<file path="src/rtl/sgme_pkg.sv">
// ----------------------------------------------------------------------------
// sgme_pkg - shared types and constants of the stereo gain/mix/echo block
// Holds the sequencer states, register indexes and Q1.23 reset values.
// ----------------------------------------------------------------------------
package sgme_pkg;

	// Register index port width and register indexes
	localparam int CFG_IDX_W = 3;
	localparam logic [CFG_IDX_W-1:0] CFG_INPUT_GAIN      = 3'd0;
	localparam logic [CFG_IDX_W-1:0] CFG_HEADROOM_GAIN   = 3'd1;
	localparam logic [CFG_IDX_W-1:0] CFG_AFTER_DELAY_GAIN = 3'd2;
	localparam logic [CFG_IDX_W-1:0] CFG_LIMIT_THRESHOLD = 3'd3;
	localparam logic [CFG_IDX_W-1:0] CFG_DELAY_AMOUNT    = 3'd4;

	// Echo distance is always a 4-bit count
	localparam int DELAY_W = 4;

	// Reset values in Q1.23 (24-bit samples, 23-bit threshold)
	localparam int     REF_SAMPLE_BITS      = 24;
	localparam longint INPUT_GAIN_RST       = 64'sd4204440;
	localparam longint HEADROOM_GAIN_RST    = 64'sd5938679;
	localparam longint AFTER_DELAY_GAIN_RST = 64'sd6663556;
	localparam longint LIMIT_THRESHOLD_RST  = 64'sd8380219;
	localparam logic [DELAY_W-1:0] DELAY_AMOUNT_RST = 4'd4;

	// Sequencer states
	typedef enum logic [2:0] {
		ST_CLEAR,
		ST_IDLE,
		ST_MUL_L,
		ST_MUL_R,
		ST_LIM_R,
		ST_SUM,
		ST_LEFT,
		ST_OUT
	} sgme_state_t;

endpackage

</file>
<file path="src/rtl/sgme_mul_lim.sv">
// ----------------------------------------------------------------------------
// sgme_mul_lim - shared fractional multiplier with limiter
// Registers the full signed product, then scales it down by the fraction
// bits (rounding toward minus infinity) and clips it to +/- threshold.
// ----------------------------------------------------------------------------
module sgme_mul_lim import sgme_pkg::*; #(
	parameter int SAMPLE_BITS = 24
) (
	input  logic                          clk,
	input  logic                          en,
	input  logic signed [SAMPLE_BITS-1:0] a,
	input  logic signed [SAMPLE_BITS-1:0] b,
	input  logic        [SAMPLE_BITS-2:0] thr,
	output logic signed [SAMPLE_BITS-1:0] lim
);

	localparam int PW = 2 * SAMPLE_BITS;

	logic signed [PW-1:0]          prod_q;
	logic signed [SAMPLE_BITS:0]   scaled;
	logic signed [SAMPLE_BITS:0]   pos_thr;
	logic signed [SAMPLE_BITS:0]   neg_thr;

	// Capture the product of the selected operands
	always_ff @(posedge clk) begin
		if (en) begin
			prod_q <= a * b;
		end
	end

	// Drop the fraction bits: arithmetic shift keeps the floor
	assign scaled  = prod_q[PW-1:SAMPLE_BITS-1];
	assign pos_thr = signed'({2'b00, thr});
	assign neg_thr = -pos_thr;

	// Clip to the threshold magnitude
	always_comb begin
		if (scaled > pos_thr) begin
			lim = pos_thr[SAMPLE_BITS-1:0];
		end else if (scaled < neg_thr) begin
			lim = neg_thr[SAMPLE_BITS-1:0];
		end else begin
			lim = scaled[SAMPLE_BITS-1:0];
		end
	end

endmodule

</file>
<file path="src/rtl/sgme_ring.sv">
// ----------------------------------------------------------------------------
// sgme_ring - echo history memory for both channels
// One write port and one registered read port; each word holds the
// right sample above the left sample.
// ----------------------------------------------------------------------------
module sgme_ring import sgme_pkg::*; #(
	parameter int RING_DEPTH  = 16,
	parameter int SAMPLE_BITS = 24
) (
	input  logic                          clk,
	input  logic                          we,
	input  logic [$clog2(RING_DEPTH)-1:0] waddr,
	input  logic [2*SAMPLE_BITS-1:0]      wdata,
	input  logic                          re,
	input  logic [$clog2(RING_DEPTH)-1:0] raddr,
	output logic [2*SAMPLE_BITS-1:0]      rdata
);

	logic [2*SAMPLE_BITS-1:0] mem_q [RING_DEPTH];
	logic [2*SAMPLE_BITS-1:0] rdata_q;

	// Write port
	always_ff @(posedge clk) begin
		if (we) begin
			mem_q[waddr] <= wdata;
		end
	end

	// Registered read port
	always_ff @(posedge clk) begin
		if (re) begin
			rdata_q <= mem_q[raddr];
		end
	end

	assign rdata = rdata_q;

endmodule

</file>
<file path="src/rtl/stereo_gain_mix_echo.sv">
// Sequence: ST_MUL_L, ST_MUL_R, ST_LIM_R, ST_SUM, ST_LEFT, then ST_OUT until the
//   output is free; one pair at a time, and the single shared multiplier is
//   used four times per pair (left gain, right gain, centre, after-delay gain).
// Reset (arst_n low, asynchronous): configuration and control registers return to
//   their defaults, then a clearing pass zeroes the echo memory; s_axis_tready
//   stays low during it while configuration writes are taken.
// ----------------------------------------------------------------------------
// stereo_gain_mix_echo - stereo gain, centre mix and feed-forward echo
// Sequencer around one multiply/limit unit and a shared two-channel ring.
// ----------------------------------------------------------------------------
module stereo_gain_mix_echo import sgme_pkg::*; #(
	parameter int RING_DEPTH  = 16,
	parameter int SAMPLE_BITS = 24
) (
	input  logic                   clk,
	input  logic                   arst_n,
	// Configuration write port
	input  logic                   cfg_we,
	input  logic [CFG_IDX_W-1:0]   cfg_index,
	input  logic [SAMPLE_BITS-1:0] cfg_data,
	// Input stream
	input  logic                   s_axis_tvalid,
	output logic                   s_axis_tready,
	input  logic [((2*SAMPLE_BITS+7)/8)*8-1:0] s_axis_tdata, // left_in, right_in
	// Output stream
	output logic                   m_axis_tvalid,
	input  logic                   m_axis_tready,
	output logic [((3*SAMPLE_BITS+7)/8)*8-1:0] m_axis_tdata  // left_out, right_out, center_out
);

	localparam int SB    = SAMPLE_BITS;
	localparam int AW    = $clog2(RING_DEPTH);
	localparam int OUT_W = ((3*SB+7)/8)*8;
	localparam int SH_UP = (SB > REF_SAMPLE_BITS) ? SB - REF_SAMPLE_BITS : 0;
	localparam int SH_DN = (SB < REF_SAMPLE_BITS) ? REF_SAMPLE_BITS - SB : 0;

	localparam logic signed [SB-1:0] IG_RST  = SB'((INPUT_GAIN_RST <<< SH_UP) >>> SH_DN);
	localparam logic signed [SB-1:0] HG_RST  = SB'((HEADROOM_GAIN_RST <<< SH_UP) >>> SH_DN);
	localparam logic signed [SB-1:0] ADG_RST = SB'((AFTER_DELAY_GAIN_RST <<< SH_UP) >>> SH_DN);
	localparam logic [SB-2:0] THR_RST = (SB-1)'((LIMIT_THRESHOLD_RST <<< SH_UP) >>> SH_DN);

	localparam logic [AW-1:0] DEPTH_A   = AW'(RING_DEPTH);
	localparam logic [AW-1:0] LAST_A    = AW'(RING_DEPTH - 1);
	localparam logic [DELAY_W:0] DEPTH_CLIP =
		(RING_DEPTH > 16) ? 5'd16 : (DELAY_W+1)'(RING_DEPTH);

	localparam logic signed [SB-1:0] SAMPLE_MAX = {1'b0, {(SB-1){1'b1}}};
	localparam logic signed [SB-1:0] SAMPLE_MIN = {1'b1, {(SB-1){1'b0}}};

	// Configuration registers
	logic signed [SB-1:0] input_gain_q;
	logic signed [SB-1:0] headroom_gain_q;
	logic signed [SB-1:0] after_delay_gain_q;
	logic        [SB-2:0] limit_threshold_q;
	logic [DELAY_W-1:0]   delay_amount_q;

	// Sequencer and datapath registers
	sgme_state_t          state_q, state_d;
	logic [AW-1:0]        wp_q;
	logic [AW-1:0]        clr_q;
	logic signed [SB-1:0] in_l_q, in_r_q;
	logic signed [SB-1:0] lg_q, rg_q, le_q, re_q, center_q;
	logic signed [SB-1:0] left_out_q, right_out_q, center_out_q;
	logic                 out_valid_q;

	// Control decoded from the state
	logic                 in_take;
	logic                 out_free;
	logic                 out_load;
	logic                 mul_en;
	logic signed [SB-1:0] mul_a, mul_b;
	logic signed [SB-1:0] lim_res;
	logic                 ring_we, ring_re;
	logic [AW-1:0]        ring_waddr;
	logic [2*SB-1:0]      ring_wdata, ring_rdata;
	logic [DELAY_W-1:0]   dmod;
	logic [AW-1:0]        dmod_a;
	logic [AW-1:0]        rp;
	logic signed [SB-1:0] echo_l, echo_r;

	// Add two samples, saturating to full scale
	function automatic logic signed [SB-1:0] sat_add(input logic signed [SB-1:0] x,
	                                                input logic signed [SB-1:0] y);
		logic signed [SB:0] s;
		s = {x[SB-1], x} + {y[SB-1], y};
		if (s[SB] != s[SB-1]) begin
			return s[SB] ? SAMPLE_MIN : SAMPLE_MAX;
		end
		return s[SB-1:0];
	endfunction

	// Configuration writes
	always_ff @(posedge clk or negedge arst_n) begin
		if (!arst_n) begin
			input_gain_q       <= IG_RST;
			headroom_gain_q    <= HG_RST;
			after_delay_gain_q <= ADG_RST;
			limit_threshold_q  <= THR_RST;
			delay_amount_q     <= DELAY_AMOUNT_RST;
		end else if (cfg_we) begin
			case (cfg_index)
				CFG_INPUT_GAIN:       input_gain_q       <= cfg_data;
				CFG_HEADROOM_GAIN:    headroom_gain_q    <= cfg_data;
				CFG_AFTER_DELAY_GAIN: after_delay_gain_q <= cfg_data;
				CFG_LIMIT_THRESHOLD:  limit_threshold_q  <= cfg_data[SB-2:0];
				CFG_DELAY_AMOUNT:     delay_amount_q     <= cfg_data[DELAY_W-1:0];
				default: ;
			endcase
		end
	end

	assign in_take  = s_axis_tvalid && s_axis_tready;
	assign out_free = !out_valid_q || m_axis_tready;

	// State register
	always_ff @(posedge clk or negedge arst_n) begin
		if (!arst_n) begin
			state_q <= ST_CLEAR;
		end else begin
			state_q <= state_d;
		end
	end

	// Next state and unit control
	always_comb begin
		state_d       = state_q;
		s_axis_tready = 1'b0;
		mul_en        = 1'b0;
		mul_a         = in_l_q;
		mul_b         = input_gain_q;
		ring_we       = 1'b0;
		ring_re       = 1'b0;
		out_load      = 1'b0;
		case (state_q)
			ST_CLEAR: begin
				ring_we = 1'b1;
				if (clr_q == LAST_A) begin
					state_d = ST_IDLE;
				end
			end
			ST_IDLE: begin
				s_axis_tready = 1'b1;
				if (s_axis_tvalid) begin
					state_d = ST_MUL_L;
				end
			end
			ST_MUL_L: begin
				mul_en  = 1'b1;
				ring_re = 1'b1;
				state_d = ST_MUL_R;
			end
			ST_MUL_R: begin
				mul_en  = 1'b1;
				mul_a   = in_r_q;
				state_d = ST_LIM_R;
			end
			ST_LIM_R: begin
				state_d = ST_SUM;
			end
			ST_SUM: begin
				mul_en  = 1'b1;
				mul_a   = sat_add(lg_q, rg_q);
				mul_b   = headroom_gain_q;
				ring_we = 1'b1;
				state_d = ST_LEFT;
			end
			ST_LEFT: begin
				mul_en  = 1'b1;
				mul_a   = le_q;
				mul_b   = after_delay_gain_q;
				state_d = ST_OUT;
			end
			ST_OUT: begin
				if (out_free) begin
					out_load = 1'b1;
					state_d  = ST_IDLE;
				end
			end
			default: begin
				state_d = ST_IDLE;
			end
		endcase
	end

	// Clearing pass address
	always_ff @(posedge clk or negedge arst_n) begin
		if (!arst_n) begin
			clr_q <= '0;
		end else if (state_q == ST_CLEAR) begin
			clr_q <= clr_q + 1'b1;
		end
	end

	// Advance the write position once per delivered pair
	always_ff @(posedge clk or negedge arst_n) begin
		if (!arst_n) begin
			wp_q <= LAST_A;
		end else if (out_load) begin
			wp_q <= (wp_q == LAST_A) ? '0 : wp_q + 1'b1;
		end
	end

	// Fold the echo distance into the ring depth
	always_comb begin
		dmod = delay_amount_q;
		for (int i = 0; i < 8; i++) begin
			if ({1'b0, dmod} >= DEPTH_CLIP) begin
				dmod = dmod - DEPTH_CLIP[DELAY_W-1:0];
			end
		end
	end

	assign dmod_a = AW'(dmod);
	assign rp     = wp_q - dmod_a + ((wp_q < dmod_a) ? DEPTH_A : '0);

	// Shared multiply and limit unit
	sgme_mul_lim #(
		.SAMPLE_BITS(SB)
	) u_mul_lim (
		.clk (clk),
		.en  (mul_en),
		.a   (mul_a),
		.b   (mul_b),
		.thr (limit_threshold_q),
		.lim (lim_res)
	);

	// Echo history
	assign ring_waddr = (state_q == ST_CLEAR) ? clr_q : wp_q;
	assign ring_wdata = (state_q == ST_CLEAR) ? '0 : {rg_q, lg_q};

	sgme_ring #(
		.RING_DEPTH (RING_DEPTH),
		.SAMPLE_BITS(SB)
	) u_ring (
		.clk  (clk),
		.we   (ring_we),
		.waddr(ring_waddr),
		.wdata(ring_wdata),
		.re   (ring_re),
		.raddr(rp),
		.rdata(ring_rdata)
	);

	// A zero distance reads back the sample being written
	assign echo_l = (dmod_a == '0) ? lg_q : ring_rdata[SB-1:0];
	assign echo_r = (dmod_a == '0) ? rg_q : ring_rdata[2*SB-1:SB];

	// Datapath registers, loaded as the sequencer passes
	always_ff @(posedge clk) begin
		if (in_take) begin
			in_l_q <= s_axis_tdata[SB-1:0];
			in_r_q <= s_axis_tdata[2*SB-1:SB];
		end
		if (state_q == ST_MUL_R) begin
			lg_q <= lim_res;
		end
		if (state_q == ST_LIM_R) begin
			rg_q <= lim_res;
		end
		if (state_q == ST_SUM) begin
			le_q <= sat_add(lg_q, echo_l);
			re_q <= sat_add(rg_q, echo_r);
		end
		if (state_q == ST_LEFT) begin
			center_q <= lim_res;
		end
		if (out_load) begin
			left_out_q   <= lim_res;
			right_out_q  <= re_q;
			center_out_q <= center_q;
		end
	end

	// Output request valid
	always_ff @(posedge clk or negedge arst_n) begin
		if (!arst_n) begin
			out_valid_q <= 1'b0;
		end else if (out_load) begin
			out_valid_q <= 1'b1;
		end else if (m_axis_tready) begin
			out_valid_q <= 1'b0;
		end
	end

	assign m_axis_tvalid = out_valid_q;
	assign m_axis_tdata  = OUT_W'({center_out_q, right_out_q, left_out_q});

`ifndef SYNTHESIS
	// One pair at a time: no new request right after one is taken
	assert property (@(posedge clk) disable iff (!arst_n)
		in_take |=> !s_axis_tready)
		else $error("input taken while a pair is in progress");

	// A result is never loaded over one that is still waiting
	assert property (@(posedge clk) disable iff (!arst_n)
		out_load |-> (!out_valid_q || m_axis_tready))
		else $error("result overwritten before delivery");

	// Each delivered pair moves the write position
	assert property (@(posedge clk) disable iff (!arst_n)
		out_load |=> (wp_q != $past(wp_q)))
		else $error("write position did not advance");

	// Input is refused and the ring is not read throughout the clearing pass
	assert property (@(posedge clk) disable iff (!arst_n)
		(state_q == ST_CLEAR) |-> (!s_axis_tready && !ring_re))
		else $error("ring accessed for a pair while clearing");
`endif

endmodule

</file>
<file path="config.mk">
export PLATFORM = sky130hd
export DESIGN_NAME = stereo_gain_mix_echo
export DESIGN_NICKNAME = d
export VERILOG_FILES = /design/src/rtl/sgme_pkg.sv /design/src/rtl/sgme_mul_lim.sv /design/src/rtl/sgme_ring.sv /design/src/rtl/stereo_gain_mix_echo.sv
export SDC_FILE = /design/constraint.sdc
export NUM_CORES = 2
export LEC_CHECK = 0
export ABC_CLOCK_PERIOD_IN_PS = 18680
export BUFFER_PORTS_ARGS = -buffer_cell sky130_fd_sc_hd__buf_2
export CORE_MARGIN = 10
export CORE_UTILIZATION = 55
export CTS_CLUSTER_SIZE = 14
export DETAILED_ROUTE_END_ITERATION = 10
export GPL_TIMING_DRIVEN = 1
export PLACE_DENSITY = 0.74
export SLEW_MARGIN = 20
export SYNTH_ARGS = -nofsm -noshare
export SYNTH_HDL_FRONTEND = slang
export SYNTH_SLANG_ARGS = --single-unit
</file>
<file path="constraint.sdc">
create_clock -name clk -period 18.68 [get_ports clk]
set_input_delay 3.736 -clock clk [delete_from_list [all_inputs] [get_ports clk]]
set_output_delay 3.736 -clock clk [all_outputs]
set_load 0.01 [all_outputs]
</file>
== Word-level counts from Yosys, hierarchy flattened ==
Memory sizes are Yosys's and may differ from the RTL's. A register that Yosys moved wholly into a read port is not among the register bits.
Cells that the tools add are included.
Storage, ports and cells
  RAM bits: 768
  output and inout port bits: 74
  word-level logic and storage cells: 103
  register bits after elaboration: 399
  memories kept: 1
Operators by class
  order comparisons: 2
  reductions and logical operators: 15
  equality and inequality tests: 19
  multiply operators: 1
  $add $sub $neg: 7
  multiplexer cells: 38
Memories
  u_ring.mem_q: words 16, width 48, rd ports 1, clocked after Yosys merged registers in 1, write ports 1, line sgme_ring.sv:19  | logic [2*SAMPLE_BITS-1:0] mem_q [RING_DEPTH];
Operators with widths (count)
  2-to-1 mux 24 bit: 13
  adder 24 x 24 -> 25 bit: 3
  one-hot mux 24 bit (3 select lines): 1
  multiplier 24 x 24 -> 48 bit: 1
  2-to-1 mux 48 bit: 1
  one-hot mux 24 bit (2 select lines): 1
  > comparator 25 x 24 -> 1 bit: 1
  < comparator 25 bit: 1
  negator 23 -> 25 bit: 1
  one-hot mux 3 bit (8 select lines): 1
  2-to-1 mux 1 bit: 16
  == test 3 bit (second input constant): 5
  == test 3 x 2 -> 1 bit (second input constant): 4
  AND reduction 2 bit: 5
  2-to-1 mux 3 bit: 3
  adder 4 x 1 -> 4 bit (second input constant): 2
  == test 4 bit (second input constant): 2
  2-to-1 mux 4 bit: 2
  == test 3 x 1 -> 1 bit (second input constant): 2
  zero test 3 bit: 2
  != test 2 bit (second input constant): 3
  zero test 4 bit: 1
  OR reduction 4 bit: 1
  subtractor 4 bit: 1
  other kinds (7): 9

== Longest topological paths before layout ==
  depth after elaboration: 7
  depth in mapped cells: 43

== By module ==
From an unflattened synthesis, not the netlist that was laid out.
Second synthesis, totals
  cells, all modules: 5330
  area, all modules: 71909.0 um^2
By module, submodules not included
  sgme_ring: area an instance 30175.2 um^2, sequential area each 24503.5 um^2, times used 1, cells each 1242
  sgme_mul_lim: area an instance 23734.0 um^2, sequential area each 750.7 um^2, times used 1, cells each 2571
  stereo_gain_mix_echo: area an instance 17999.8 um^2, sequential area each 10058.4 um^2, times used 1, cells each 1517

== Worst setup path after synthesis ==
OpenSTA, ideal clock, no wires.
  path kind: flip-flop to flip-flop
  start point: register state_q[1]
  end point: register u_mul_lim.prod_q[46] (data pin)
  setup time: 0.258 ns
  path slack: 9.219 ns
  cell stages (with the launch flop): 35
  arrival time: 9.203 ns
  period minus slack after synthesis: 9.461 ns
  cells stage by stage: dfrtp_1 > buf_2 > or2_1 > inv_1 > clkbuf_1 > clkbuf_1 > a22oi_1 > nand2_1 > clkbuf_1 > nand2_1 > fa_1 > inv_1 > fa_1 > inv_1 > fa_1 > inv_1 > fa_1 > inv_1 > fa_1 > inv_1 > fa_1 > inv_1 > fa_1 > inv_1 > ha_1 > a21o_1 > a21o_1 > a21oi_1 > o21ai_0 > a31oi_1 > a2bb2oi_1 > a311o_1 > or4_1 > nand2_1 > xor2_1
Between the ends
  longest elaborated chain between the ends: 3
  elaborated cells between the ends (all ways): 6
  those cells by class: mul (1); eq/ne (3); mux (2)
Ends and longest elaborated chain
  start, declared: line stereo_gain_mix_echo.sv:58  | sgme_state_t state_q, state_d;
  start signal, assigned: line stereo_gain_mix_echo.sv:120  | state_q <= state_d;
  == test 3 bit / == test 3 x 2 -> 1 bit (equally long branches): line stereo_gain_mix_echo.sv:134  | case (state_q)
  one-hot mux 24 bit (3 select lines) / one-hot mux 24 bit (2 select lines) (equally long branches): line stereo_gain_mix_echo.sv:134
  multiplier 24 x 24 -> 48 bit *: line sgme_mul_lim.sv:27  | prod_q <= a * b;
  end signal, assigned: line sgme_mul_lim.sv:27
  end, declared: line sgme_mul_lim.sv:19  | logic signed [PW-1:0] prod_q;
Every way passes the cells marked *; elsewhere a longest branch is shown, timed or not.
A chain may end at the register's enable or synchronous reset.

== Worst setup path after layout ==
  start point: register rg_q[0]
  end point: register u_mul_lim.prod_q[45] (data pin)
Between the ends
  longest elaborated chain between the ends: 7
  elaborated cells between the ends (all ways): 9
  those cells by class: add/sub (1); mul (1); eq/ne (1); mux (6)
Ends and longest elaborated chain
  start, declared: line stereo_gain_mix_echo.sv:62  | logic signed [SB-1:0] lg_q, rg_q, le_q, re_q, center_q;
  start signal, assigned: line stereo_gain_mix_echo.sv:259  | rg_q <= lim_res;
  adder 24 x 24 -> 25 bit *: line stereo_gain_mix_echo.sv:85  | s = {x[SB-1], x} + {y[SB-1], y};
  != test 1 bit: line stereo_gain_mix_echo.sv:86  | if (s[SB] != s[SB-1]) begin
  2-to-1 mux 1 bit: line stereo_gain_mix_echo.sv:86
  2-to-1 mux 1 bit: line stereo_gain_mix_echo.sv:134
  2-to-1 mux 24 bit *: line stereo_gain_mix_echo.sv:89  | return s[SB-1:0];
  one-hot mux 24 bit (3 select lines) *: line stereo_gain_mix_echo.sv:134
  multiplier 24 x 24 -> 48 bit *: line sgme_mul_lim.sv:27
Every way passes the cells marked *; elsewhere a longest branch is shown, timed or not. The select of a mux whose other input is x is not followed.

==> results.json <==
{
  "grt_pass1_vias": 47290,
  "cts_h_tree_depth": 3,
  "synthesis.yosys.warnings": 0,
  "synth.lib_cells_used.distinct": 86,
  "globalRouteOverflowTotal": 0,
  "cts-resized-gates": 0,
  "postPlaceCellArea_um2": 74930,
  "asyncSetResetFlopFracSynth_pct": 9.312,
  "hold_path_class": "flop to flop",
  "layout_net_count": 6477,
  "yosysTopAreaCell": "edfxtp_1",
  "cts_setup_buffers": 0,
  "synthesis.instances": 5401,
  "synth.area.top_cells": "edfxtp_1, fa_1, mux4_2, ha_1, inv_1",
  "grt_first_pass_wirelength_um": 304000,
  "io_pins": 154,
  "critical_path_class": "flop to flop",
  "clock.fmax_mhz": 86.69,
  "worst_ep_arrival_time_ns": 12.03,
  "max-cap-violations": 0,
  "most_frequently_used_flop_master_after_synthesis": "edfxtp_1",
  "synth_fp_nets": 6346,
  "final_max_slew_viol_count": 0,
  "numCtsBuffers": 115,
  "area.growth.synth_to_final_pct": 10.01,
  "period_minus_slack_ns": 11.54,
  "fillers": 9774,
  "startpoint_type": "flop",
  "status": "finished, final reports clean",
  "timing.critical_path.to_type": "flop",
  "rel_slew_slack_pct": 12.24,
  "yosysTopAreaCellShare_pct": 45.25,
  "fraction_of_final_layout_cells_sized_beyond_drive_strength_1_pct": 16.33,
  "maximum_clock_skew_at_final_layout_ns": 0.09856,
  "mapped_area_um2": 71730,
  "layout_worst_path_cycle_share_pct": 61.76,
  "critical_path.slowest_cell": "xnor2_1",
  "drt_first_iter_violations": 5530,
  "grt_max_degree": 97,
  "cp_data_required_time_ns": 19.18,
  "drc": 0,
  "path_common_cell": "fa_1",
  "setup_slack_ns": 7.144,
  "postLayoutCoreUtil_pct": 60.94,
  "postLayoutCellArea_um2": 78910,
  "rsz0062_at_grt": "no",
  "hpwlAfterDp_um": 135000,
  "dr.pass1.iters": 9,
  "syn_avg_cell_area_um2": 13.28,
  "clock_tree.root_cell": "clkbuf_16",
  "tightestPinTransition_ns": 1.316,
  "floorplan.die.width_um": 381.1,
  "minimum_setup_slack_after_placement_ns": 7.262,
  "critical_path.max_stage_delay_ns": 0.69,
  "cts_tree": "yes",
  "synth_enable_flop_cells": 1081,
  "num_vias": 45950,
  "start_util_pct": 55.40,
  "cts.path.max_buffers": 3,
  "ys_ff_latch": 1192,
  "synth-seq-area-share_pct": 49.23,
  "wire_per_inst_um": 27.57,
  "crit_fanout": 15,
  "grt_usage_pct": 27.90,
  "vertical_extent_of_the_die_um": 381.1,
  "totalNegativeSetupSlack_ns": 0,
  "routabilityCongestion": 0.9427,
  "worstSkewPairLatency_ns": 0.79,
  "fp_rows": 132,
  "detail-route-antenna-nets": 0,
  "clk_pin_slew_worst_paths_ns": 0.07,
  "final_report_setup_violation_count": 0,
  "detailed_route_vias_per_instance": 6.225,
  "cts.hold.buffers_added": 0,
  "final_hold_viol_count": 0,
  "port-buffer-count": 153,
  "clock_sink_count": 1192,
  "core_um2": 129500,
  "die-area_um2": 145300,
  "wirelength_um": 203600,
  "initial_antenna_violation_count": 14
}
## cell type report
cell class	count	area, um2	share of cell area [%]
inverter	717	2693	3.412
clock buffer	150	3152	3.994
clock inverter	64	785.8	0.9957
timing repair buffer	254	1539	1.950
antenna	11	27.53	0.03488
sequential	1192	35310	44.75
tap	1742	2180	2.762
multi-input combinational	3252	33220	42.10
## flip-flops by register name, indices dropped and copies added (netlist names), 3 cells and up
name,flops
center_q,24
re_q,24
limit_threshold_q,23
state_q,3
lg_q,24
input_gain_q,24
after_delay_gain_q,24
center_out_q,24
headroom_gain_q,24
le_q,24
right_out_q,24
clr_q,4
rg_q,24
delay_amount_q,4
wp_q,4
left_out_q,24
u_ring.mem_q,768
in_r_q,24
u_ring.rdata,48
in_l_q,24
u_mul_lim.prod_q,25
## critical path, delay by kind of cell, from the launching register on
kind	cells	cell delay (ns)
AO/OA/AOI/OAI	17	4.31
XOR/XNOR	2	0.80
adder cells (fa/ha/maj)	10	4.22
buffers and inverters	5	0.84
flip-flops	1	0.49
AND/OR/NAND/NOR	3	0.58
## worst paths after layout
| check | startpoint | endpoint | slack [ns] | depth (start not counted) |
|---|---|---|---|---|
| setup / recovery | rg_q[0]$_DFFE_PP_ | u_mul_lim.prod_q[45]$_DFFE_PP_ | 7.14 | 37 |
| hold reg to reg | re_q[9]$_DFFE_PP_ | right_out_q[9]$_DFFE_PP_ | 0.40 | 0 |
| hold / removal | re_q[9]$_DFFE_PP_ | right_out_q[9]$_DFFE_PP_ | 0.40 | 0 |
| setup reg to reg | rg_q[0]$_DFFE_PP_ | u_mul_lim.prod_q[45]$_DFFE_PP_ | 7.14 | 37 |
| max in group asynchronous | arst_n | state_q[2]$_DFFE_PN0P_ | 14.26 | 2 |
| min in group asynchronous | arst_n | input_gain_q[12]$_DFFE_PN0P_ | 3.00 | 1 |
## routing by layer
metal	vias up	GRT usage, %	part of all wire (%)	wire, um
met5	-	0	0.021	43
met4	6	11.83	4.6	9277
met3	512	7.282	12	23930
met2	2778	42.06	45	91540
met1	23620	38.44	39	78770
li1	19030	-	-	-
## metrics by stage
step                hold slack [ns]  instances
floorplan                    0.4003       5401
global placement             0.4021       7155
detailed placement           0.4045       7156
CTS                          0.4037       7370
global route                 0.4123       7371
finish                       0.3954       7382
## cell usage after synthesis (all sizes together), types with 85 or more instances
library cell  count
mux2            151
a21o             87
nand2           630
inv             717
a21oi           164
clkbuf          204
edfxtp         1081
fa              610
xnor2            85
mux4            192
ha              255
and2            184
o21ai           146
nor2            178
## cells in the final DEF, fill, tap and decap left out, drive strengths merged, types with 45 or more instances in the layout
cell    instances
fa            610
clkinv         45
dfrtp          52
mux4          192
and2          184
edfxtp       1081
mux2          151
ha            255
a31oi          66
xnor2          85
buf           253
a21o           87
inv           719
nand2         630
nor2          178
clkbuf        151
a21oi         164
a211oi         58
dfstp          59
o21ai         146
## cells by family after synthesis
kind of cell             after synthesis  synth area share [%]
flip-flops                          1192                 49.23
AND/OR/NAND/NOR                     1178                 7.577
buffers and inverters                957                 5.027
adder cells (fa/ha/maj)              873                 21.58
AO/OA/AOI/OAI                        721                 6.483
multiplexers                         361                 8.650
XOR/XNOR                             119                 1.453
Power is not shown: default switching activity piles up to over one toggle a cycle in this logic, so the estimate is an artifact.
